## src/hdl/mke_pkg.sv

```systemverilog
// Shared constants, key-profile tables and elaboration-time profile math
// for the musical key estimator. No dependencies.
package mke_pkg;

    localparam int CHROMA_BITS_DEF       = 32;
    localparam int PROFILE_FRAC_BITS_DEF = 16;
    localparam int IN_W        = 32;
    localparam int NUM_BINS    = 12;
    localparam int NUM_LANES   = 24;
    localparam int LANE_IDX_W  = 5;
    localparam int SCALE_TOP   = 19;
    localparam int C_W         = 20;
    localparam int SQ_W        = 44;
    localparam int N_W         = 22;
    localparam int SQRT_STAGES = 11;
    localparam int Q_BITS      = 17;
    localparam int CONF_W      = 16;
    localparam int CONF_MAX    = 32768;

    localparam logic [9:0] MAJOR_HUND [NUM_BINS] = '{10'd635, 10'd223, 10'd348, 10'd233,
        10'd438, 10'd409, 10'd252, 10'd519, 10'd239, 10'd366, 10'd229, 10'd288};
    localparam logic [9:0] MINOR_HUND [NUM_BINS] = '{10'd633, 10'd268, 10'd352, 10'd538,
        10'd260, 10'd353, 10'd254, 10'd475, 10'd398, 10'd269, 10'd334, 10'd317};

    function automatic logic [63:0] isqrt64(input logic [63:0] v);
        logic [63:0] x;
        logic [63:0] res;
        logic [63:0] b;
        x   = v;
        res = 64'd0;
        b   = 64'h4000_0000_0000_0000;
        for (int k = 0; k < 32; k++)
        begin
            if (x >= res + b)
            begin
                x   = x - (res + b);
                res = (res >> 1) + b;
            end
            else
            begin
                res = res >> 1;
            end
            b = b >> 2;
        end
        return res;
    endfunction

    function automatic logic [63:0] udiv64(input logic [63:0] num, input logic [63:0] den);
        logic [64:0] rem;
        logic [63:0] quo;
        rem = 65'd0;
        quo = 64'd0;
        for (int k = 63; k >= 0; k--)
        begin
            rem = {rem[63:0], num[k]};
            if (rem >= {1'b0, den})
            begin
                rem    = rem - {1'b0, den};
                quo[k] = 1'b1;
            end
        end
        return quo;
    endfunction

    function automatic logic [63:0] prof_q(input int minor, input int idx, input int frac);
        logic [63:0] s;
        logic [63:0] r;
        logic [63:0] h;
        logic [63:0] num;
        s = 64'd0;
        for (int i = 0; i < NUM_BINS; i++)
        begin
            h = (minor != 0) ? 64'(MINOR_HUND[i]) : 64'(MAJOR_HUND[i]);
            s = s + h * h;
        end
        r   = isqrt64(s << 40);
        h   = (minor != 0) ? 64'(MINOR_HUND[idx]) : 64'(MAJOR_HUND[idx]);
        num = (h << (frac + 20)) + (r >> 1);
        return udiv64(num, r);
    endfunction

endpackage

```

## src/hdl/mke_div.sv

```systemverilog
// Pipelined restoring divider for the confidence, one quotient bit per
// stage, saturated at one in Q1.15. Depends on mke_pkg.
module mke_div import mke_pkg::*; #(
    parameter int B_W    = 40,
    parameter int FRAC   = PROFILE_FRAC_BITS_DEF,
    parameter int SIDE_W = 1
) (
    input  logic              clk,
    input  logic              en,
    input  logic [B_W-1:0]    best,
    input  logic [N_W-1:0]    nrm,
    input  logic [SIDE_W-1:0] side_in,
    output logic [CONF_W-1:0] conf,
    output logic [SIDE_W-1:0] side_out
);

    localparam int NUM_W = B_W + 15;

    logic [NUM_W-1:0]  rem_reg  [Q_BITS];
    logic [N_W-1:0]    n_reg    [Q_BITS];
    logic [Q_BITS-1:0] q_reg    [Q_BITS];
    logic [SIDE_W-1:0] side_reg [Q_BITS];

    for (genvar s = 0; s < Q_BITS; s++)
    begin : g_stage
        localparam int J = Q_BITS - 1 - s;
        logic [NUM_W-1:0]  rem_prev;
        logic [N_W-1:0]    n_prev;
        logic [Q_BITS-1:0] q_prev;
        logic [SIDE_W-1:0] side_prev;
        logic [NUM_W-1:0]  dsh;

        if (s == 0)
        begin : g_first
            assign rem_prev  = {best, 15'd0};
            assign n_prev    = nrm;
            assign q_prev    = '0;
            assign side_prev = side_in;
        end
        else
        begin : g_next
            assign rem_prev  = rem_reg[s-1];
            assign n_prev    = n_reg[s-1];
            assign q_prev    = q_reg[s-1];
            assign side_prev = side_reg[s-1];
        end

        assign dsh = NUM_W'(n_prev) << (FRAC + J);

        always_ff @(posedge clk)
        begin
            if (en)
            begin
                if (rem_prev >= dsh)
                begin
                    rem_reg[s] <= rem_prev - dsh;
                    q_reg[s]   <= q_prev | (Q_BITS'(1) << J);
                end
                else
                begin
                    rem_reg[s] <= rem_prev;
                    q_reg[s]   <= q_prev;
                end
                n_reg[s]    <= n_prev;
                side_reg[s] <= side_prev;
            end
        end
    end

    assign conf = (q_reg[Q_BITS-1] > Q_BITS'(CONF_MAX)) ? CONF_W'(CONF_MAX)
                                                         : q_reg[Q_BITS-1][CONF_W-1:0];
    assign side_out = side_reg[Q_BITS-1];

endmodule

```

## config.mk

```make
export PLATFORM = sky130hd
export DESIGN_NAME = mke_div
export DESIGN_NICKNAME = d
export VERILOG_FILES = /design/src/hdl/mke_pkg.sv /design/src/hdl/mke_div.sv
export SDC_FILE = /design/constraint.sdc
export NUM_CORES = 2
export LEC_CHECK = 0
export ABC_AREA = 1
export BUFFER_PORTS_ARGS = -buffer_cell sky130_fd_sc_hd__buf_4
export CAP_MARGIN = 20
export CORE_MARGIN = 10
export CORE_UTILIZATION = 45
export CTS_CLUSTER_SIZE = 25
export DETAILED_ROUTE_END_ITERATION = 16
export PLACE_DENSITY = 0.69
export SETUP_SLACK_MARGIN = 0.15
export SLEW_MARGIN = 20
export SYNTH_ARGS = -nofsm -noshare
export SYNTH_HDL_FRONTEND = slang
export SYNTH_SLANG_ARGS = --single-unit
```

## constraint.sdc

```tcl
create_clock -name clk -period 5.11 [get_ports clk]
set_clock_uncertainty 0.15 [all_clocks]
set_input_delay 0.2555 -clock clk [delete_from_list [all_inputs] [get_ports clk]]
set_output_delay 0.2555 -clock clk [all_outputs]
set_load 0.03 [all_outputs]
```

Word level (Yosys, flattened, before mapping)
Memory sizes are Yosys's and may differ from the RTL's.
Cells that the tools add are included.
- memories: 4
- register bits: 0
- RAM bits: 1615
- input port bits: 65
- output and inout port bits: 17
- word-level logic and storage cells: 212
- memory list (memory ; depth ; bits a word ; rd ports ; clocked after memory_dff ; wr ports ; RTL line ; text):
    rem_reg ; 17 ; 55 ; 16 ; 0 ; 17 ; mke_div.sv:19 ; logic [NUM_W-1:0] rem_reg [Q_BITS];
    n_reg ; 17 ; 22 ; 16 ; 0 ; 17 ; mke_div.sv:20 ; logic [N_W-1:0] n_reg [Q_BITS];
    q_reg ; 17 ; 17 ; 17 ; 0 ; 17 ; mke_div.sv:21 ; logic [Q_BITS-1:0] q_reg [Q_BITS];
    side_reg ; 17 ; 1 ; 17 ; 0 ; 17 ; mke_div.sv:22 ; logic [SIDE_W-1:0] side_reg [Q_BITS];
- order comparisons: 18
- add/sub/neg operators: 17
- multiplexer cells: 139
- bitwise gates (word level): 34
- operators by type and width (kind ; count):
    2-to-1 mux 55 bit ; 17
    2-to-1 mux 17 bit ; 17
    2-to-1 mux 1 bit ; 104
    >= comparator 55 x 38 -> 1 bit ; 1
    >= comparator 55 x 39 -> 1 bit ; 1
    >= comparator 55 x 40 -> 1 bit ; 1
    >= comparator 55 x 41 -> 1 bit ; 1
    >= comparator 55 x 42 -> 1 bit ; 1
    >= comparator 55 x 43 -> 1 bit ; 1
    >= comparator 55 x 44 -> 1 bit ; 1
    >= comparator 55 x 45 -> 1 bit ; 1
    >= comparator 55 x 46 -> 1 bit ; 1
    >= comparator 55 x 47 -> 1 bit ; 1
    >= comparator 55 x 48 -> 1 bit ; 1
    >= comparator 55 x 49 -> 1 bit ; 1
    >= comparator 55 x 50 -> 1 bit ; 1
    >= comparator 55 x 51 -> 1 bit ; 1
    >= comparator 55 x 52 -> 1 bit ; 1
    >= comparator 55 x 53 -> 1 bit ; 1
    >= comparator 55 x 54 -> 1 bit ; 1
    subtractor 55 x 38 -> 55 bit ; 1
    subtractor 55 x 39 -> 55 bit ; 1
    subtractor 55 x 40 -> 55 bit ; 1
    subtractor 55 x 41 -> 55 bit ; 1
    16 further kinds ; 49

Depth between registers and ports, before layout
An unclocked memory read counts as a cell.
- depth in word-level cells: 6
- mapped depth: 17
- mapped depth without buffers: 16

Worst setup path after synthesis
Ideal clock, no wire load.
- path kind: input -> register
- start: in en
- end: mem q_reg[14][10] (enable)
- data arrival time: 2.237 ns
- required time: 4.528 ns
- buffers on the path: 3
- stages: 3
- slack: 2.291 ns
- path through: buf_2 > clkbuf_1 > clkbuf_1
- RTL lines (what ; RTL line ; text):
    start, declared ; mke_div.sv:9 ; input logic en,
    end, declared ; mke_div.sv:21 ;

==> reports/results.ini <==
[cts]
ctsResizeCount = 0
cts_hold_buf = 66
cts_max_level = 4
clk_latency_ns = 0.77
tritoncts = yes
cts_buffers = 132
root_buffer = clkbuf_16
clock_path_buffers = 3
cts_num_sinks = 1162
cts_setup_buffers = 0
path_clk_slew_ns = 0.06

[power]
power_density_nw_per_um2 = 519
p_leak_uw = 0.0375
ir_drop_uv = 351

[hold_path]
hold_end = side_reg[0][0]
hold_path_depth = 2
min_path_type = in2reg
hp-start = side_in

[synth]
ys_top_cells_by_area = edfxtp_1 47%, nand2_1 14%, inv_1 8.1%
synth_warnings = 0
async_flop_share_pct = 0
syn_avg_cell_area_um2 = 8.04
yosysTopAreaCell = edfxtp_1
yosys_register_bits = 1162
synth_nets = 9608
synth_area_um2 = 73600
synth_ff_type = edfxtp_1
synth-seq-area-share_pct = 47.4
synth.distinct_cells = 51
synth_top_area_share_pct = 47.4
synth_edf_count = 1162
synthesis.instances = 9153

[worst_setup_path]
r2r_slack_ns = 1.58
cp_slowest_stage_delay_ns = 0.58
crit_path_frequent_cell = nand2_1
worstPathMaxFanout = 27
reg2reg_to = rem_reg[1][31]
crit_path_cell_trace = inv_1 > ha_1 > nand2_1 > nor3_1 > nand3_1 > nor2_1 > nand2_1 > nand3_1 > nand2_1 > nand2_4 > o21ai_0
slowest_stage = nand2_4
critPathLaunchType = flop
worstSetupPathType = reg2reg
arrival_ns = 3.89
crit_path_end_kind = flop
r2r_cells = 11
cp.required_ns = 5.47
worstReg2RegStart = n_reg[0][2]

[job]
cap_viol_max_count = 0

[global_route]
grt_max_degree = 121
grt_pass1_wl_mm = 342
grt_pass1_vias = 57898
grt_use_total_pct = 24.3
antenna_found_initial = 3
overflow = 0

[cells_and_area]
final_layout_size_suffix_gt1_share_pct = 4.71
area_growth_pct = 10.9
final_nets = 9815
design_area_um2 = 81600
post-route-util_pct = 50.2
fill_cells = 15690
largest_reg_flops = 640
mostFrequentLayoutCells = 2699 x nand2_1, 1588 x inv_1, 1162 x edfxtp_1
final_common_cell = nand2_1

[placement]
gp_congestion = 0.961
dp_hpwl_mm = 180
placed_cell_area_um2 = 76400
dpl_worst_slack_ns = 1.64
numPortBuffers = 81

[route]
post_drt_wl_per_cell_um = 19.3
drtAntennaViolNets = 0
wl_met3_mm = 14.0
vias_per_cell = 5.30
drt-pass1-iter-count = 6
drc = 0
drt-met1-wl_mm = 102
drt_iter0_markers = 6169
highest_layer = met4
met2WireLength_mm = 103
vias = 61690
wirelength_mm = 225

[floorplan]
pin_count = 82
initial_core_util_pct = 45.3
dieHeight_um = 424
core_area_um2 = 163000
core.rowCount = 148
dieWidth_um = 424
die-area_um2 = 180000

[timing]
slew_viol_final = 0
slew_headroom_pct = 28.7
fin_crit_ns = 3.53
hold_ws_ns = 0.0706
setup-tns-final_ns = 0
hold_violations = 0
fmax_mhz = 283
final.setup.worst_slack_ns = 1.58
rsz0062_at_grt = no
fin_crit_sh_pct = 69.0
tightest_slew_ns = 1.07
setup_viol = 0

[outcome]
status = completed

[worst max-delay path, delay by kind of cell, from the launching register on]
| kind | cells | cell delay, ns |
|---|---|---|
| simple gates | 8 | 2.14 |
| flops | 1 | 0.38 |
| compound gates | 1 | 0.13 |
| fa+ha+maj | 1 | 0.40 |
| buf+inv | 1 | 0.06 |
[through the flow]
stage,total power (uW),instances
after global placement,32200,11334
final,42300,11640
after global routing,45300,11639
after floorplan,26800,9153
after detailed placement,32300,11335
after CTS,42300,11639
[kinds of logic after synthesis]
kind of cell	count (synthesis)	synth area share, %
DFF	1162	47.4
and+or+nand+nor	4797	27.6
buffers and inverters	1697	9.09
adders and majority gates	390	6.80
AOI/OAI and AO/OA	863	6.18
xor gates and xnor gates	244	2.90
[cells in the mapped netlist, types with 10 or more instances]
cell type  count
buf_4         20
edfxtp_1    1162
nor4_1        27
nand2_2       28
and2_1        12
nand2_1     2699
clkbuf_1      25
a21o_1        11
xnor2_1      130
buf_2         20
xor2_1       114
nand3_1      508
ha_1         374
a21boi_0      13
nor2_1       978
o21ai_1       87
inv_2         10
or2_2         12
o21a_1        10
inv_1       1588
nand4_1      262
nor2_4        14
o21bai_1      24
nor3_1       144
o21ai_0      242
a21oi_2       11
nand3b_1      41
nor2_2        27
fa_1          16
nand3_2       20
a21oi_1      451
buf_6         29
[metal layers]
| metal | track usage [%] | vias to the layer above |
|---|---|---|
| met1 | 34.2 | 29030 |
| li1 | - | 30327 |
| met2 | 39.4 | 2018 |
| met3 | 3.02 | 315 |
| met4 | 6.70 | 0 |
| met5 | 0 | - |
[where the power goes]
| part | leakage (uW) | internal [uW] | total, uW | switching [uW] |
|---|---|---|---|---|
| Sequential | 0.0112 | 13200 | 14700 | 1540 |
| Clock | 0.00216 | 5840 | 9820 | 3980 |
| Combinational | 0.0241 | 5780 | 17800 | 12000 |
| Total | 0.0375 | 24800 | 42300 | 17500 |
[how the worst max path moves through the flow]
stage | from | to | slack, ns
after CTS | n_reg[0][2] | rem_reg[1][31] | 1.63
after global routing | rem_reg[3][30] | rem_reg[4][45] | 1.35
after detailed placement | n_reg[0][2] | rem_reg[1][32] | 1.64
after floorplan | en | q_reg[14][10] | 2.29
after global placement | n_reg[0][2] | rem_reg[1][32] | 1.62
final | n_reg[0][2] | rem_reg[1][31] | 1.58
[layout make-up]
class / count / area, um^2 / share of cell area (%)
flip-flops and latches: 1162 / 34900 / 42.8
inverters: 1599 / 6000 / 7.36
clock buffers: 160 / 3510 / 4.31
clock inverters: 78 / 955 / 1.17
repair buffers: 171 / 1490 / 1.83
diodes: 1 / 2.50 / 0.00307
multi-input cells: 6294 / 32000 / 39.2
well taps: 2175 / 2720 / 3.34
Power figures use the tool's default switching activity.
