$ cat src/hdl/mke_pkg.sv
// Shared constants, key-profile tables and elaboration-time profile math
// for the musical key estimator. No dependencies.
package mke_pkg;

    localparam int CHROMA_BITS_DEF       = 32;
    localparam int PROFILE_FRAC_BITS_DEF = 16;
    localparam int IN_W        = 32;
    localparam int NUM_BINS    = 12;
    localparam int NUM_LANES   = 24;
    localparam int LANE_IDX_W  = 5;
    localparam int SCALE_TOP   = 19;
    localparam int C_W         = 20;
    localparam int SQ_W        = 44;
    localparam int N_W         = 22;
    localparam int SQRT_STAGES = 11;
    localparam int Q_BITS      = 17;
    localparam int CONF_W      = 16;
    localparam int CONF_MAX    = 32768;

    localparam logic [9:0] MAJOR_HUND [NUM_BINS] = '{10'd635, 10'd223, 10'd348, 10'd233,
        10'd438, 10'd409, 10'd252, 10'd519, 10'd239, 10'd366, 10'd229, 10'd288};
    localparam logic [9:0] MINOR_HUND [NUM_BINS] = '{10'd633, 10'd268, 10'd352, 10'd538,
        10'd260, 10'd353, 10'd254, 10'd475, 10'd398, 10'd269, 10'd334, 10'd317};

    function automatic logic [63:0] isqrt64(input logic [63:0] v);
        logic [63:0] x;
        logic [63:0] res;
        logic [63:0] b;
        x   = v;
        res = 64'd0;
        b   = 64'h4000_0000_0000_0000;
        for (int k = 0; k < 32; k++)
        begin
            if (x >= res + b)
            begin
                x   = x - (res + b);
                res = (res >> 1) + b;
            end
            else
            begin
                res = res >> 1;
            end
            b = b >> 2;
        end
        return res;
    endfunction

    function automatic logic [63:0] udiv64(input logic [63:0] num, input logic [63:0] den);
        logic [64:0] rem;
        logic [63:0] quo;
        rem = 65'd0;
        quo = 64'd0;
        for (int k = 63; k >= 0; k--)
        begin
            rem = {rem[63:0], num[k]};
            if (rem >= {1'b0, den})
            begin
                rem    = rem - {1'b0, den};
                quo[k] = 1'b1;
            end
        end
        return quo;
    endfunction

    function automatic logic [63:0] prof_q(input int minor, input int idx, input int frac);
        logic [63:0] s;
        logic [63:0] r;
        logic [63:0] h;
        logic [63:0] num;
        s = 64'd0;
        for (int i = 0; i < NUM_BINS; i++)
        begin
            h = (minor != 0) ? 64'(MINOR_HUND[i]) : 64'(MAJOR_HUND[i]);
            s = s + h * h;
        end
        r   = isqrt64(s << 40);
        h   = (minor != 0) ? 64'(MINOR_HUND[idx]) : 64'(MAJOR_HUND[idx]);
        num = (h << (frac + 20)) + (r >> 1);
        return udiv64(num, r);
    endfunction

endpackage

$ cat src/hdl/mke_merge.sv
// Merge stage: picks the first best of the lane scores through a two-stage
// compare tree, carrying a sideband alongside. Depends on mke_pkg.
module mke_merge import mke_pkg::*; #(
    parameter int S_W    = 40,
    parameter int SIDE_W = 1
) (
    input  logic                  clk,
    input  logic                  en,
    input  logic [S_W-1:0]        score [NUM_LANES],
    input  logic [SIDE_W-1:0]     side_in,
    output logic [S_W-1:0]        best,
    output logic [LANE_IDX_W-1:0] best_idx,
    output logic [SIDE_W-1:0]     side_out
);

    logic [S_W-1:0]        l1_s [12];
    logic [LANE_IDX_W-1:0] l1_i [12];
    logic [S_W-1:0]        l2_s [6];
    logic [LANE_IDX_W-1:0] l2_i [6];
    logic [S_W-1:0]        a_s_reg [6];
    logic [LANE_IDX_W-1:0] a_i_reg [6];
    logic [SIDE_W-1:0]     a_side_reg;
    logic [S_W-1:0]        b_s [5];
    logic [LANE_IDX_W-1:0] b_i [5];
    logic [S_W-1:0]        best_reg;
    logic [LANE_IDX_W-1:0] idx_reg;
    logic [SIDE_W-1:0]     side_reg;

    always_comb
    begin
        for (int j = 0; j < 12; j++)
        begin
            if (score[2*j+1] > score[2*j])
            begin
                l1_s[j] = score[2*j+1];
                l1_i[j] = LANE_IDX_W'(2*j+1);
            end
            else
            begin
                l1_s[j] = score[2*j];
                l1_i[j] = LANE_IDX_W'(2*j);
            end
        end
        for (int j = 0; j < 6; j++)
        begin
            if (l1_s[2*j+1] > l1_s[2*j])
            begin
                l2_s[j] = l1_s[2*j+1];
                l2_i[j] = l1_i[2*j+1];
            end
            else
            begin
                l2_s[j] = l1_s[2*j];
                l2_i[j] = l1_i[2*j];
            end
        end
    end

    always_ff @(posedge clk)
    begin
        if (en)
        begin
            a_s_reg    <= l2_s;
            a_i_reg    <= l2_i;
            a_side_reg <= side_in;
        end
    end

    always_comb
    begin
        for (int j = 0; j < 3; j++)
        begin
            if (a_s_reg[2*j+1] > a_s_reg[2*j])
            begin
                b_s[j] = a_s_reg[2*j+1];
                b_i[j] = a_i_reg[2*j+1];
            end
            else
            begin
                b_s[j] = a_s_reg[2*j];
                b_i[j] = a_i_reg[2*j];
            end
        end
        if (b_s[1] > b_s[0])
        begin
            b_s[3] = b_s[1];
            b_i[3] = b_i[1];
        end
        else
        begin
            b_s[3] = b_s[0];
            b_i[3] = b_i[0];
        end
        if (b_s[2] > b_s[3])
        begin
            b_s[4] = b_s[2];
            b_i[4] = b_i[2];
        end
        else
        begin
            b_s[4] = b_s[3];
            b_i[4] = b_i[3];
        end
    end

    always_ff @(posedge clk)
    begin
        if (en)
        begin
            best_reg <= b_s[4];
            idx_reg  <= b_i[4];
            side_reg <= a_side_reg;
        end
    end

    assign best     = best_reg;
    assign best_idx = idx_reg;
    assign side_out = side_reg;

endmodule

$ cat config.mk
export PLATFORM = sky130hd
export DESIGN_NAME = mke_merge
export DESIGN_NICKNAME = d
export VERILOG_FILES = /design/src/hdl/mke_pkg.sv /design/src/hdl/mke_merge.sv
export SDC_FILE = /design/constraint.sdc
export NUM_CORES = 2
export LEC_CHECK = 0
export ABC_AREA = 1
export BUFFER_PORTS_ARGS = -buffer_cell sky130_fd_sc_hd__buf_2
export CAP_MARGIN = 20
export CORE_AREA = 5 5 388 390
export CTS_BUF_LIST = sky130_fd_sc_hd__clkbuf_8
export DETAILED_ROUTE_END_ITERATION = 10
export DIE_AREA = 0 0 393 395
export RECOVER_POWER = 100
export SYNTH_ARGS = -nofsm -noshare
export SYNTH_HDL_FRONTEND = slang
export SYNTH_SLANG_ARGS = --single-unit
$ cat constraint.sdc
create_clock -name clk -period 7.57 [get_ports clk]
set_input_delay 0.757 -clock clk [delete_from_list [all_inputs] [get_ports clk]]
set_output_delay 0.757 -clock clk [all_outputs]
set_load 0.005 [all_outputs]
=== Yosys cells after proc, flatten, opt, wreduce, memory -nomap -nowiden ===
Cells that the tools add are included.

* Magnitude comparators: 23
* Multiplexer cells: 46

{| class="wikitable"
|+ Operators by type and width
! kind !! count
|-
| > comparator 40 bit || 23
|-
| 2-to-1 mux 40 bit || 23
|-
| 2-to-1 mux 5 bit || 11
|-
| 2-to-1 mux 1 bit || 12
|}

* Input port bits: 963
* Logic and storage cells: 85
* Output and inout port bits: 46
* Bits in registers: 317

=== Depth between registers and ports, before layout ===
* Depth in word-level cells: 6
* Gate-level depth with buffers: 45
* Mapped depth without buffers: 42

=== Worst setup path after synthesis ===
No wires, ideal clock.

* Kind: register -> register
* Start: register a_s_reg[119] (netlist bit)
* End: register best_reg[10] (netlist: best[10]), data pin
* Period minus slack after synthesis: 4.819 ns
* Data required time: 7.317 ns
* Cell stages (with the launch flop): 35
* Path buffers: 4
* Path slack: 2.751 ns
* Library setup time: 0.253 ns
* Arrival: 4.566 ns
* Cell sequence: edfxtp_1 > ha_1 > nand2_1 > nor2_1 > nand3_1 > nor2_1 > nand2_1 > or2_0 > buf_2 > buf_2 > nand3_1 > nand2_1 > ha_1 > nand2_2 > nor2_4 > nor3b_4 > nand2_2 > a21boi_4 > nor2_2 > nor2_8 > buf_12 > nand3_2 > nand2_1 > ha_1 > a21oi_1 > nor2_1 > a211oi_1 > o21ai_0 > nand3_1 > nand3_1 > nand2_2 > inv_2 > buf_2 > nand3_1 > nand2_1

{| class="wikitable"
|+ RTL lines
! item !! RTL line !! text
|-
| start: declaration || mke_merge.sv:20 || <nowiki>logic [S_W-1:0] a_s_reg [6];</nowiki>
|-
| start signal: assignment || mke_merge.sv:63 || <nowiki>a_s_reg <= l2_s;</nowiki>
|-
| end signal: assignment || mke_merge.sv:110 || <nowiki>best_reg <= b_s[4];</nowiki>
|-
| end: declaration || mke_merge.sv:25 || <nowiki>logic [S_W-1:0] best_reg;</nowiki>
|}

==> run_summary.xml <==
<?xml version="1.0" encoding="UTF-8"?>
<metrics>
  <group name="setup_path">
    <metric name="worstPathRequired" unit="ns">7.96</metric>
    <metric name="r2r_cells" unit="">34</metric>
    <metric name="critPathBufInv" unit="">6</metric>
    <metric name="crit_family" unit="">simple AND/OR/NAND/NOR gates</metric>
    <metric name="cp.depth" unit="">26</metric>
    <metric name="timing.setup.critical_path_class" unit="">in -&gt; reg</metric>
    <metric name="crit_path_start_kind" unit="">input port</metric>
    <metric name="critical-path-max-stage-delay" unit="ns">0.80</metric>
    <metric name="critical_path.most_common_cell" unit="">nand2_1</metric>
    <metric name="critPathMaxFanout" unit="">22</metric>
    <metric name="worst_setup_path_end_kind" unit="">register</metric>
    <metric name="worst_ep_arrival_time" unit="ns">7.23</metric>
    <metric name="standard_cell_with_the_maximum_stage_delay_on_the_critical_path" unit="">clkbuf_1</metric>
    <metric name="worst-r2r-setup-slack" unit="ns">0.94</metric>
  </group>
  <group name="power">
    <metric name="power_density_over_the_cells" unit="nW/µm²">284.1</metric>
    <metric name="seqPwrFrac" unit="">0.211</metric>
    <metric name="power.internal" unit="mW">7.089</metric>
    <metric name="vdd_drop_max" unit="mV">0.5864</metric>
    <metric name="combPwrFrac" unit="">0.697</metric>
    <metric name="power_switching" unit="mW">8.689</metric>
    <metric name="power.clock.fraction" unit="">0.092</metric>
    <metric name="sw_frac_of_total" unit="">0.5507</metric>
    <metric name="power.leakage" unit="nW">30.68</metric>
  </group>
  <group name="job">
    <metric name="cap_viol_max_count" unit="">8</metric>
  </group>
  <group name="cells_and_area">
    <metric name="flow.area_growth_from_synthesis" unit="%">15.81</metric>
    <metric name="largest_reg_flops" unit="">240</metric>
    <metric name="multi_input_comb_area" unit="µm²">34010</metric>
    <metric name="drive_above_1_share" unit="">0.1476</metric>
    <metric name="layout.filler_cells" unit="">15780</metric>
    <metric name="finish.net_count" unit="">9831</metric>
    <metric name="finalNonFillerCells" unit="">9919</metric>
    <metric name="seq_area" unit="µm²">8979</metric>
  </group>
  <group name="synthesis">
    <metric name="mappedNetlistArea" unit="µm²">47950</metric>
    <metric name="postSynth.asyncResetShare" unit="">0</metric>
    <metric name="yosys.cell_count.top_type" unit="">nand2_1</metric>
    <metric name="yosys-top-cells-area" unit="">ha_1 (24%), edfxtp_1 (19%), nand2_1 (15%), nand3_1 (9.7%), inv_1 (7.6%)</metric>
    <metric name="yosys_warnings" unit="">0</metric>
    <metric name="yosysTopAreaCellShare" unit="">0.2400</metric>
    <metric name="yosys.area.top_type" unit="">ha_1</metric>
    <metric name="edff_count_synth" unit="">299</metric>
    <metric name="yosysSeqAreaShare" unit="">0.1872</metric>
    <metric name="postSynthNetCount" unit="">8948</metric>
    <metric name="post_synth.cell_area_avg" unit="µm²">6.787</metric>
    <metric name="synth_ff_type" unit="">edfxtp_1</metric>
    <metric name="post_synthesis_cell_count" unit="">7065</metric>
    <metric name="ys_top_cells_by_count" unit="">nand2_1 (1869), inv_1 (973), nand3_1 (930), ha_1 (920), a21oi_1 (432)</metric>
    <metric name="synthDistinctLibCells" unit="">49</metric>
    <metric name="postSynthRegisterBits" unit="">299</metric>
  </group>
  <group name="global_route">
    <metric name="grt_max_degree" unit="">164</metric>
    <metric name="grt.total_usage" unit="">0.2644</metric>
    <metric name="grt_util_met1" unit="">0.3326</metric>
    <metric name="met3_usage" unit="">0.02889</metric>
    <metric name="global_route_wire_length_before_repair" unit="µm">312800</metric>
    <metric name="globalRouteMet2Util" unit="">0.4638</metric>
    <metric name="grt_pass1_vias" unit="">51050</metric>
    <metric name="grt_most_used_layer" unit="">met2</metric>
    <metric name="initial_antenna_violation_count" unit="">25</metric>
    <metric name="grt-ovfl-total" unit="">0</metric>
  </group>
  <group name="sta">
    <metric name="period_share" unit="">0.9036</metric>
    <metric name="grt_setup_unrepaired" unit="">false</metric>
    <metric name="setup-violations-final" unit="">0</metric>
    <metric name="max_slew.worst_pin.slew" unit="ns">4.817</metric>
    <metric name="finalWorstPathRequiredPeriod" unit="ns">6.840</metric>
    <metric name="finalHoldViolations" unit="">0</metric>
    <metric name="slew-limit-headroom" unit="">-2.211</metric>
    <metric name="finalClockSkew" unit="ns">0.04694</metric>
    <metric name="fin_setup_tns" unit="ns">0</metric>
    <metric name="max_clock_freq" unit="GHz">0.1462</metric>
    <metric name="report.final.slew_viol_count" unit="">463</metric>
  </group>
  <group name="worst_hold_path">
    <metric name="hold_path_depth" unit="">1</metric>
    <metric name="hold_path_class" unit="">in -&gt; reg</metric>
  </group>
  <group name="floorplanning">
    <metric name="die_area" unit="µm²">155200</metric>
    <metric name="core_area" unit="µm²">146800</metric>
    <metric name="die_width" unit="µm">393</metric>
    <metric name="fp-row-count" unit="">141</metric>
    <metric name="initial_core_util" unit="">0.3267</metric>
    <metric name="die_y" unit="µm">395</metric>
    <metric name="ioPinCount" unit="">1009</metric>
  </group>
  <group name="drt">
    <metric name="drt-pass1-iter-count" unit="">8</metric>
    <metric name="post-route-drc-count" unit="">0</metric>
    <metric name="wl_per_cell" unit="µm">21.84</metric>
    <metric name="totalWireLength" unit="µm">216600</metric>
    <metric name="initialDrtViolationCount" unit="">4020</metric>
    <metric name="vias_per_cell" unit="">5.241</metric>
    <metric name="routed_via_count" unit="">51980</metric>
    <metric name="final_antenna_violating_net_count" unit="">0</metric>
  </group>
  <group name="clock_network">
    <metric name="cts_max_level" unit="">2</metric>
    <metric name="clock-root-buffer" unit="">clkbuf_8</metric>
    <metric name="post_cts.repair.setup_buffers" unit="">0</metric>
    <metric name="worst_setup_hold_path_clk_slew" unit="ns">0.06</metric>
    <metric name="insertion_delay" unit="ns">0.67</metric>
    <metric name="cts_inserted_buffers" unit="">50</metric>
    <metric name="cts_resized" unit="">0</metric>
    <metric name="holdBufCountCts" unit="">0</metric>
    <metric name="clock_path_buffers" unit="">3</metric>
    <metric name="cts_num_sinks" unit="">299</metric>
    <metric name="tritoncts" unit="">done</metric>
  </group>
  <group name="placement">
    <metric name="post-place-cells" unit="">9826</metric>
    <metric name="global_placement_routability_congestion" unit="">0.9777</metric>
    <metric name="place.port_buffers" unit="">1008</metric>
    <metric name="dpl.hpwl" unit="µm">184100</metric>
  </group>
  <group name="run_status">
    <metric name="outcome" unit="">finished, violations left</metric>
    <metric name="violations" unit="">capacitance limit, slew limit</metric>
  </group>
</metrics>
==> power by group through the flow <==
stage | registers [mW] | clock network [mW] | logic [mW]
4_1_cts | 3.34 | 1.50 | 11.0
5_1_grt | 3.37 | 1.57 | 12.3
6_report | 3.33 | 1.45 | 11.0
3_5_place_dp | 3.35 | 0 | 11.0
2_1_floorplan | 2.92 | 0 | 7.29
3_3_place_gp | 3.37 | 0 | 10.8
==> worst paths after layout <==
path | from | endpoint
max | score[702] | a_s_reg[187]$_DFFE_PP_
min reg2reg | a_side_reg$_DFFE_PP_ | side_out$_DFFE_PP_
max reg2reg | a_s_reg[167]$_DFFE_PP_ | best_idx[2]$_DFFE_PP_
min | side_in | a_side_reg$_DFFE_PP_
==> cell usage in the layout (no fill, tap or decap), drive strengths merged <==
cell / netlist / layout
o21bai: 5 / 5
nand3b: 396 / 396
buf: 187 / 1024
nor2: 248 / 248
o211ai: 17 / 17
a21o: 7 / 7
clkbuf: 58 / 102
a211oi: 2 / 2
edfxtp: 299 / 299
and3: 1 / 1
a31oi: 10 / 10
ha: 920 / 920
a21oi: 432 / 432
nand4: 104 / 104
inv: 985 / 997
nor4: 11 / 11
and2: 283 / 283
o21ai: 162 / 162
clkinv: 0 / 20
diode: 0 / 8
nand3: 974 / 974
o21a: 20 / 20
o211a: 1 / 1
nand2: 1883 / 1883
or2: 13 / 13
bufinv: 0 / 3
a21boi: 3 / 3
nor3: 33 / 33
nor4b: 4 / 4
nor3b: 7 / 7
==> routing by layer <==
metal,routed length [µm],up-vias
li1,-,25460
met1,88980,24070
met2,103600,2025
met3,13770,414
met4,10200,12
met5,63,-
==> through the flow <==
stage | hold WS, ns | power (mW) | util | setup slack, ns | cell area (µm²)
after floorplan | 0.4003 | 10.21 | - | 2.751 | 47950
after global placement | 0.4012 | 14.19 | 0.3728 | 1.082 | 54720
after detailed placement | 0.4109 | 14.31 | 0.3728 | 1.052 | 54720
after CTS | 0.2319 | 15.83 | 0.3791 | 0.9993 | 55640
after global routing | 0.2611 | 17.23 | 0.3783 | 0.2185 | 55530
final | 0.3050 | 15.78 | 0.3784 | 0.7299 | 55530
==> worst register-to-register path: cells and delay by family, from the launching register on <==
kind	cells	cell delay (ns)
buffers and inverters	5	0.99
DFF	1	0.40
adders and majority gates	3	0.80
AOI/OAI and AO/OA	4	0.72
and+or+nand+nor	22	3.41
==> cell families after synthesis <==
logic type               after synthesis  synth area share
adder cells (fa/ha/maj)              920            0.2400
buffers and inverters               1230            0.1033
AO/OA/AOI/OAI                        659           0.07243
flip-flops                           299            0.1872
AND/OR/NAND/NOR                     3957            0.3970
==> cell type report <==
cell class                 instances  share of cell area
clock buffer                      50             0.01239
clock inverter                    35            0.004213
sequential                       299              0.1617
tap                             1930             0.04348
inverter                         985             0.06658
multi-input combinational       5536              0.6125
timing repair buffer            1076             0.09882
antenna                            8           0.0003605
Power figures use the tool's default switching activity.
