$ cat config.mk
export PLATFORM = sky130hd
export DESIGN_NAME = mke_sqrt
export DESIGN_NICKNAME = d
export VERILOG_FILES = /design/src/hdl/mke_pkg.sv /design/src/hdl/mke_sqrt.sv
export SDC_FILE = /design/constraint.sdc
export NUM_CORES = 1
export LEC_CHECK = 0
export BUFFER_PORTS_ARGS = -buffer_cell sky130_fd_sc_hd__buf_2
export CAP_MARGIN = 40
export CORE_MARGIN = 5
export CORE_UTILIZATION = 48
export CTS_BUF_LIST = sky130_fd_sc_hd__clkbuf_16
export CTS_CLUSTER_DIAMETER = 200
export DETAILED_ROUTE_END_ITERATION = 12
export PLACE_DENSITY = 0.75
export REMOVE_ABC_BUFFERS = 1
export SLEW_MARGIN = 5
export SYNTH_ARGS = -nofsm -noshare
export SYNTH_HDL_FRONTEND = slang
export SYNTH_SLANG_ARGS = --single-unit
$ cat constraint.sdc
create_clock -name clk -period 5.9 [get_ports clk]
set_clock_uncertainty 0.1 [all_clocks]
set_input_delay 0.295 -clock clk [delete_from_list [all_inputs] [get_ports clk]]
set_output_delay 0.295 -clock clk [all_outputs]
set_load 0.005 [all_outputs]
$ cat src/hdl/mke_pkg.sv
// Shared constants, key-profile tables and elaboration-time profile math
// for the musical key estimator. No dependencies.
package mke_pkg;

    localparam int CHROMA_BITS_DEF       = 32;
    localparam int PROFILE_FRAC_BITS_DEF = 16;
    localparam int IN_W        = 32;
    localparam int NUM_BINS    = 12;
    localparam int NUM_LANES   = 24;
    localparam int LANE_IDX_W  = 5;
    localparam int SCALE_TOP   = 19;
    localparam int C_W         = 20;
    localparam int SQ_W        = 44;
    localparam int N_W         = 22;
    localparam int SQRT_STAGES = 11;
    localparam int Q_BITS      = 17;
    localparam int CONF_W      = 16;
    localparam int CONF_MAX    = 32768;

    localparam logic [9:0] MAJOR_HUND [NUM_BINS] = '{10'd635, 10'd223, 10'd348, 10'd233,
        10'd438, 10'd409, 10'd252, 10'd519, 10'd239, 10'd366, 10'd229, 10'd288};
    localparam logic [9:0] MINOR_HUND [NUM_BINS] = '{10'd633, 10'd268, 10'd352, 10'd538,
        10'd260, 10'd353, 10'd254, 10'd475, 10'd398, 10'd269, 10'd334, 10'd317};

    function automatic logic [63:0] isqrt64(input logic [63:0] v);
        logic [63:0] x;
        logic [63:0] res;
        logic [63:0] b;
        x   = v;
        res = 64'd0;
        b   = 64'h4000_0000_0000_0000;
        for (int k = 0; k < 32; k++)
        begin
            if (x >= res + b)
            begin
                x   = x - (res + b);
                res = (res >> 1) + b;
            end
            else
            begin
                res = res >> 1;
            end
            b = b >> 2;
        end
        return res;
    endfunction

    function automatic logic [63:0] udiv64(input logic [63:0] num, input logic [63:0] den);
        logic [64:0] rem;
        logic [63:0] quo;
        rem = 65'd0;
        quo = 64'd0;
        for (int k = 63; k >= 0; k--)
        begin
            rem = {rem[63:0], num[k]};
            if (rem >= {1'b0, den})
            begin
                rem    = rem - {1'b0, den};
                quo[k] = 1'b1;
            end
        end
        return quo;
    endfunction

    function automatic logic [63:0] prof_q(input int minor, input int idx, input int frac);
        logic [63:0] s;
        logic [63:0] r;
        logic [63:0] h;
        logic [63:0] num;
        s = 64'd0;
        for (int i = 0; i < NUM_BINS; i++)
        begin
            h = (minor != 0) ? 64'(MINOR_HUND[i]) : 64'(MAJOR_HUND[i]);
            s = s + h * h;
        end
        r   = isqrt64(s << 40);
        h   = (minor != 0) ? 64'(MINOR_HUND[idx]) : 64'(MAJOR_HUND[idx]);
        num = (h << (frac + 20)) + (r >> 1);
        return udiv64(num, r);
    endfunction

endpackage

$ cat src/hdl/mke_sqrt.sv
// Pipelined integer square root, two result bits per stage, with a
// sideband that travels alongside. Depends on mke_pkg.
module mke_sqrt import mke_pkg::*; #(
    parameter int SIDE_W = 1
) (
    input  logic              clk,
    input  logic              en,
    input  logic [SQ_W-1:0]   x,
    input  logic [SIDE_W-1:0] side_in,
    output logic [N_W-1:0]    root,
    output logic [SIDE_W-1:0] side_out
);

    logic [SQ_W-1:0]   x_reg    [SQRT_STAGES];
    logic [SQ_W-1:0]   res_reg  [SQRT_STAGES];
    logic [SIDE_W-1:0] side_reg [SQRT_STAGES];

    for (genvar s = 0; s < SQRT_STAGES; s++)
    begin : g_stage
        logic [SQ_W-1:0]   x_prev;
        logic [SQ_W-1:0]   res_prev;
        logic [SIDE_W-1:0] side_prev;
        logic [SQ_W-1:0]   xv;
        logic [SQ_W-1:0]   rv;
        logic [SQ_W-1:0]   b;

        if (s == 0)
        begin : g_first
            assign x_prev    = x;
            assign res_prev  = '0;
            assign side_prev = side_in;
        end
        else
        begin : g_next
            assign x_prev    = x_reg[s-1];
            assign res_prev  = res_reg[s-1];
            assign side_prev = side_reg[s-1];
        end

        always_comb
        begin
            xv = x_prev;
            rv = res_prev;
            b  = '0;
            for (int t = 0; t < 2; t++)
            begin
                b = SQ_W'(1) << (SQ_W - 2 - 2 * (2 * s + t));
                if (xv >= rv + b)
                begin
                    xv = xv - (rv + b);
                    rv = (rv >> 1) + b;
                end
                else
                begin
                    rv = rv >> 1;
                end
            end
        end

        always_ff @(posedge clk)
        begin
            if (en)
            begin
                x_reg[s]    <= xv;
                res_reg[s]  <= rv;
                side_reg[s] <= side_prev;
            end
        end
    end

    assign root     = res_reg[SQRT_STAGES-1][N_W-1:0];
    assign side_out = side_reg[SQRT_STAGES-1];

endmodule

# Word level (Yosys, flattened, before mapping)
# Memory sizes are Yosys's and may differ from the RTL's.
# Cells that the tools add are included.
# W data, S select, Z words.
dict set report word_totals {
  reg_bits 0
  mem_bits_rw 979
  input_bits 47
  output_inout_bits 23
  elab_cells 135
  mem_count 3
}
# name words width read_ports rd_clocked_by_memory_dff wr line_no
set memory_table {}
lappend memory_table {res_reg 11 44 11 0 11 mke_sqrt.sv:15} ;# logic [SQ_W-1:0] res_reg [SQRT_STAGES];
lappend memory_table {x_reg 11 44 10 0 11 mke_sqrt.sv:14} ;# logic [SQ_W-1:0] x_reg [SQRT_STAGES];
lappend memory_table {side_reg 11 1 11 0 11 mke_sqrt.sv:16} ;# logic [SIDE_W-1:0] side_reg [SQRT_STAGES];
dict set report op_classes {
  add_sub_neg 64
  order_cmp 22
  n_mux 46
}
# op n
set ops {}
lappend ops {{$mux W44} 43}
lappend ops {{$ge A44 B44 Y1} 21}
lappend ops {{$sub A44 B44 Y44} 21}
lappend ops {{$add A43 B1 Y44 const B} 1}
lappend ops {{$add A43 B11 Y44 const B} 1}
lappend ops {{$add A43 B13 Y44 const B} 1}
lappend ops {{$add A43 B15 Y44 const B} 1}
lappend ops {{$add A43 B17 Y44 const B} 1}
lappend ops {{$add A43 B19 Y44 const B} 1}
lappend ops {{$add A43 B21 Y44 const B} 1}
lappend ops {{$add A43 B23 Y44 const B} 1}
lappend ops {{$add A43 B25 Y44 const B} 1}
lappend ops {{$add A43 B27 Y44 const B} 1}
lappend ops {{$add A43 B29 Y44 const B} 1}
lappend ops {{$add A43 B3 Y44 const B} 1}
lappend ops {{$add A43 B31 Y44 const B} 1}
lappend ops {{$add A43 B33 Y44 const B} 1}
lappend ops {{$add A43 B35 Y44 const B} 1}
lappend ops {{$add A43 B37 Y44 const B} 1}
lappend ops {{$add A43 B39 Y44 const B} 1}
lappend ops {{$add A43 B41 Y44 const B} 1}
lappend ops {{$add A43 B5 Y44 const B} 1}
lappend ops {{$add A43 B7 Y44 const B} 1}
lappend ops {{$add A43 B9 Y44 const B} 1}
lappend ops {{other kinds (25)} 26}

# Depth between registers and ports, before layout
# An unclocked memory read counts as a cell.
dict set report depth {
  ltp_word 7
  ltp_mapped 29
  ltp_nobuf 25
}

# Worst setup path after synthesis
# No wires, ideal clock.
dict set report synth_path {
  path_kind {register to register}
  from {memory x_reg[6][21]}
  to {memory x_reg[7][19] (data pin)}
  arrival_ns 5.156
  path_slack_ns 0.382
  stages_incl_launch_ff 26
  path_cell_list {edfxtp_1 > ha_1 > a41o_1 > a221oi_2 > or2_1 > o311ai_1 > o21ai_1 > nand2_1 > inv_1 > clkbuf_1 > clkbuf_1 > nor2_1 > nor2_1 > ha_1 > a21oi_1 > nor2b_1 > o21ai_0 > o21ai_0 > o21ai_0 > and2_1 > o2111ai_1 > a31o_2 > clkbuf_1 > nor2_4 > buf_6 > mux2_1}
}
# element line_no
set synth_rtl {}
lappend synth_rtl {{from (decl)} mke_sqrt.sv:14}

==> impl_results.html <==
<table>
<tr><th>Metric</th><th>Value</th></tr>
<tr><th colspan="2">Die</th></tr>
<tr><td>Boundary Pins</td><td>70</td></tr>
<tr><td>Row count</td><td>104</td></tr>
<tr><td>Total die area</td><td>0.0865 sq mm</td></tr>
<tr><td>Die Width</td><td>294 microns</td></tr>
<tr><td>Initial core utilization</td><td>48.3%</td></tr>
<tr><td>Height of the chip</td><td>294 microns</td></tr>
<tr><td>Area inside the core boundary</td><td>0.0803 sq mm</td></tr>
<tr><th colspan="2">Synth</th></tr>
<tr><td>Yosys warning total</td><td>0</td></tr>
<tr><td>Cell count after synthesis</td><td>3,832</td></tr>
<tr><td>Post-synth cell types</td><td>104</td></tr>
<tr><td>Post-synth top flop</td><td>sky130_fd_sc_hd__edfxtp_1</td></tr>
<tr><td>Fraction of registers with async set/reset</td><td>0%</td></tr>
<tr><td>Number of synthesized flops with an enable pin</td><td>583</td></tr>
<tr><td>Synth Area per Inst</td><td>10.1 sq um</td></tr>
<tr><td>Synthesized flop and latch total</td><td>583</td></tr>
<tr><td>Cell area after synthesis</td><td>0.0388 sq mm</td></tr>
<tr><td>Sequential-to-total area share from yosys stat</td><td>45.2%</td></tr>
<tr><th colspan="2">STA</th></tr>
<tr><td>Worst rel slew slack</td><td>25.2%</td></tr>
<tr><td>Worst hold slack after final layout</td><td>0.0174 ns</td></tr>
<tr><td>Max Fclk</td><td>0.177 GHz</td></tr>
<tr><td>Final-report setup violation count</td><td>0</td></tr>
<tr><td>Worst slew pin tran</td><td>1.12 ns</td></tr>
<tr><td>Setup repair after global routing missed its margin</td><td>false</td></tr>
<tr><td>Hold Vio Cnt, Final</td><td>0</td></tr>
<tr><td>Number of pins exceeding their max-slew limit in the final report</td><td>0</td></tr>
<tr><td>Share of the clock period used by the worst path</td><td>95.6%</td></tr>
<tr><td>Minimum clock period after layout</td><td>5.64 ns</td></tr>
<tr><th colspan="2">Min path</th></tr>
<tr><td>Worst min-delay path class</td><td>in -&gt; reg</td></tr>
<tr><th colspan="2">GRT</th></tr>
<tr><td>Wire length of the first global-routing pass</td><td>153,000 microns</td></tr>
<tr><td>Grt total ovfl</td><td>0</td></tr>
<tr><td>Pin count of the biggest net entering global routing</td><td>204</td></tr>
<tr><td>Number of antenna violations at the first check in global routing</td><td>0</td></tr>
<tr><td>Total global routing track utilization</td><td>21.6%</td></tr>
<tr><td>Number of global-route vias before repair</td><td>29,300</td></tr>
<tr><th colspan="2">Worst setup path</th></tr>
<tr><td>Data required time at the worst endpoint</td><td>6.16 ns</td></tr>
<tr><td>Setup crit end kind</td><td>flip-flop</td></tr>
<tr><td>Reg2Reg Setup Slack</td><td>0.26 ns</td></tr>
<tr><td>Kind of launch point of the worst setup path</td><td>flip-flop</td></tr>
<tr><td>Startpoint-to-endpoint class of the critical path</td><td>reg -&gt; reg</td></tr>
<tr><td>Data arrival time at the worst-slack endpoint</td><td>5.90 ns</td></tr>
<tr><td>Chain of cells forming the critical path</td><td>inv_1 -&gt; ha_1 -&gt; a21oi_1 -&gt; o22ai_1 -&gt; a211o_1 -&gt; a221oi_2 -&gt; o21ai_2 -&gt; buf_4 -&gt; a21oi_1 -&gt; ha_1 -&gt; and3_1 -&gt; and3_1 -&gt; and2_1 -&gt; a21oi_1 -&gt; o211ai_1 -&gt; a31oi_1 -&gt; o21bai_1 -&gt; a221oi_1 -&gt; buf_4 -&gt; o21a_1 -&gt; nor2b_1 -&gt; nand4_1 -&gt; xor2_1</td></tr>
<tr><td>Crit-path max FO</td><td>13</td></tr>
<tr><td>Critical path's top delay family</td><td>compound AO/OA/AOI/OAI gates</td></tr>
<tr><td>Slowest stage cell on the critical path</td><td>sky130_fd_sc_hd__edfxtp_1</td></tr>
<tr><td>Most numerous cell on the critical path</td><td>sky130_fd_sc_hd__a21oi_1</td></tr>
<tr><td>Largest stage delay on the critical path</td><td>0.43 ns</td></tr>
<tr><td>Crit path buf inv count</td><td>3</td></tr>
<tr><th colspan="2">Clock tree</th></tr>
<tr><td>CTS tree</td><td>yes</td></tr>
<tr><td>Library cell used as clock root buffer</td><td>sky130_fd_sc_hd__clkbuf_16</td></tr>
<tr><td>Num CTS Buffers</td><td>66</td></tr>
<tr><td>CTS sink cnt</td><td>583</td></tr>
<tr><td>Max Root-Sink Buffers</td><td>3</td></tr>
<tr><td>Clock latency reported for the late side of the worst-skew pair</td><td>0.64 ns</td></tr>
<tr><td>Post-CTS setup buffer count</td><td>0</td></tr>
<tr><td>Total number of H-tree levels</td><td>3</td></tr>
<tr><td>Clock-pin transition on the worst setup and hold timing paths</td><td>0.06 ns</td></tr>
<tr><th colspan="2">Final layout</th></tr>
<tr><td>Count of inserted antenna diode cells</td><td>0</td></tr>
<tr><td>Most frequent cells in the layout</td><td>sky130_fd_sc_hd__edfxtp_1 (583), sky130_fd_sc_hd__nor2_1 (332), sky130_fd_sc_hd__nand2_1 (290), sky130_fd_sc_hd__ha_1 (283), sky130_fd_sc_hd__a21oi_1 (277)</td></tr>
<tr><td>Most common cell after layout, fill and taps aside</td><td>sky130_fd_sc_hd__edfxtp_1</td></tr>
<tr><td>Area added between synthesis and finish</td><td>11.8%</td></tr>
<tr><td>Final core area utilization</td><td>53.9%</td></tr>
<tr><td>Largest register FFs</td><td>440</td></tr>
<tr><td>Post-layout instance count excluding filler cells</td><td>5,102</td></tr>
<tr><td>Net count of the finished layout</td><td>4,323</td></tr>
<tr><td>Fraction of final layout cells with drive strength greater than 1</td><td>8.41%</td></tr>
<tr><th colspan="2">Routing</th></tr>
<tr><td>Routed vias</td><td>29,900</td></tr>
<tr><td>Residual DRC count</td><td>0</td></tr>
<tr><td>Via-to-Cell Ratio</td><td>5.85</td></tr>
<tr><td>First-pass iteration count of the detailed router</td><td>5</td></tr>
<tr><td>Routed wire length</td><td>95,900 microns</td></tr>
<tr><td>Iteration-0 DRC count of the detailed router</td><td>2,049</td></tr>
<tr><td>Post-detailed-route wirelength per cell</td><td>18.8 microns</td></tr>
<tr><td>Number of nets with antenna violations after routing</td><td>0</td></tr>
<tr><th colspan="2">Power and ir drop</th></tr>
<tr><td>Peak supply drop</td><td>0.000397 V</td></tr>
<tr><td>Standby leakage power</td><td>17.1 nW</td></tr>
<tr><td>Power per unit of standard cell area</td><td>432 mW/mm^2</td></tr>
<tr><td>Total power consumption of the routed design</td><td>0.0187 W</td></tr>
<tr><th colspan="2">Job</th></tr>
<tr><td>Max-cap check violation count</td><td>0</td></tr>
<tr><th colspan="2">Place</th></tr>
<tr><td>HPWL reported at the end of detailed placement</td><td>72,700 microns</td></tr>
<tr><td>Total placed cells including tap cells</td><td>4,942</td></tr>
<tr><td>I/O Buffers</td><td>69</td></tr>
<tr><td>Last weighted congestion value of the routability-driven placer</td><td>0.943</td></tr>
<tr><th colspan="2">Status</th></tr>
<tr><td>Status</td><td>completed</td></tr>
</table>
-- routing by layer --
metal  vias up  routed length (microns)  GRT usage (%)
li1      14600                        -              -
met1     14100                    38100           24.8
met2       920                    48800           39.8
met3       294                     4040           2.61
met4         0                     5050           10.2
met5         -                        0              0
-- worst register-to-register path, cell delays in order (launching register included) --
cell and delay, ns:
sky130_fd_sc_hd__edfxtp_1 0.43, sky130_fd_sc_hd__inv_1 0.14, sky130_fd_sc_hd__ha_1 0.31, sky130_fd_sc_hd__a21oi_1 0.21, sky130_fd_sc_hd__o22ai_1 0.13, sky130_fd_sc_hd__a211o_1 0.33
sky130_fd_sc_hd__a221oi_2 0.34, sky130_fd_sc_hd__o21ai_2 0.20, sky130_fd_sc_hd__buf_4 0.23, sky130_fd_sc_hd__a21oi_1 0.22, sky130_fd_sc_hd__ha_1 0.33, sky130_fd_sc_hd__and3_1 0.20
sky130_fd_sc_hd__and3_1 0.21, sky130_fd_sc_hd__and2_1 0.17, sky130_fd_sc_hd__a21oi_1 0.13, sky130_fd_sc_hd__o211ai_1 0.10, sky130_fd_sc_hd__a31oi_1 0.17, sky130_fd_sc_hd__o21bai_1 0.14
sky130_fd_sc_hd__a221oi_1 0.29, sky130_fd_sc_hd__buf_4 0.18, sky130_fd_sc_hd__o21a_1 0.18, sky130_fd_sc_hd__nor2b_1 0.33, sky130_fd_sc_hd__nand4_1 0.16, sky130_fd_sc_hd__xor2_1 0.18
-- cells by family (layout without fill, tap and decap cells) --
family,after synthesis,in the layout,share of synthesized area (%)
flops,583,583,45.2
simple gates,1287,1287,17.1
mux,67,67,1.89
buf+inv,341,551,3.48
xor+xnor,365,365,8.25
fa+ha+maj,283,283,9.14
compound gates,906,906,15.0
-- repair_timing --
item	in CTS	in global routing
resized for setup	0	16
endpoints found under the setup margin	0	94
hold buffers	42	0
endpoints found under the hold margin	42	0
-- cell usage after synthesis (51+ instances only) --
cell                       instances  area, sq um
sky130_fd_sc_hd__inv_1           252          946
sky130_fd_sc_hd__o21ai_0         174          871
sky130_fd_sc_hd__nand2_1         290         1090
sky130_fd_sc_hd__clkbuf_1         51          191
sky130_fd_sc_hd__xor2_1          131         1150
sky130_fd_sc_hd__a21oi_1         278         1390
sky130_fd_sc_hd__xnor2_1         234         2050
sky130_fd_sc_hd__edfxtp_1        583        17500
sky130_fd_sc_hd__nand4_1          73          457
sky130_fd_sc_hd__nand3_1          78          390
sky130_fd_sc_hd__a21o_1          108          811
sky130_fd_sc_hd__nor3_1          105          526
sky130_fd_sc_hd__nor4_1           97          607
sky130_fd_sc_hd__nor2_1          332         1250
sky130_fd_sc_hd__ha_1            283         3540
-- final cells by class --
class                           count  area, sq um
Timing Repair Buffer              174         1320
Clock buffer                       67         1680
Timing Repair inverter              1         7.51
Tap cell                         1060         1330
Clock inverter                     50          534
Inverter                          259          981
Multi-Input combinational cell   2908        20000
Sequential cell                   583        17500
Fill cell                        6909        37000
-- worst paths after layout --
path                                     start        endpoint  cells after the start
worst max-delay path            res_reg[8][15]    x_reg[9][27]                     23
worst min-delay path                        en  res_reg[4][29]                      1
worst min register to register     side_reg[2]     side_reg[3]                      0
worst max register to register  res_reg[8][15]    x_reg[9][27]                     23
-- power breakdown --
part           leakage [nW]  internal (W)  total [W]  switching [W]
sequential             5.57       0.00566    0.00633       0.000661
clock                  1.13       0.00241    0.00415        0.00174
combinational          10.4       0.00346    0.00824        0.00477
-- per-stage QoR --
step	TNS (ns)	worst slack (ns)	area [sq um]
5_1_grt	0	0.000694	43300
3_3_place_gp	0	0.0443	40600
6_report	0	0.261	43300
2_1_floorplan	-0.0704	-0.0704	38400
4_1_cts	0	0.0545	43300
3_5_place_dp	0	0.0664	40600
Note: power is estimated with default switching activity, not from simulation.
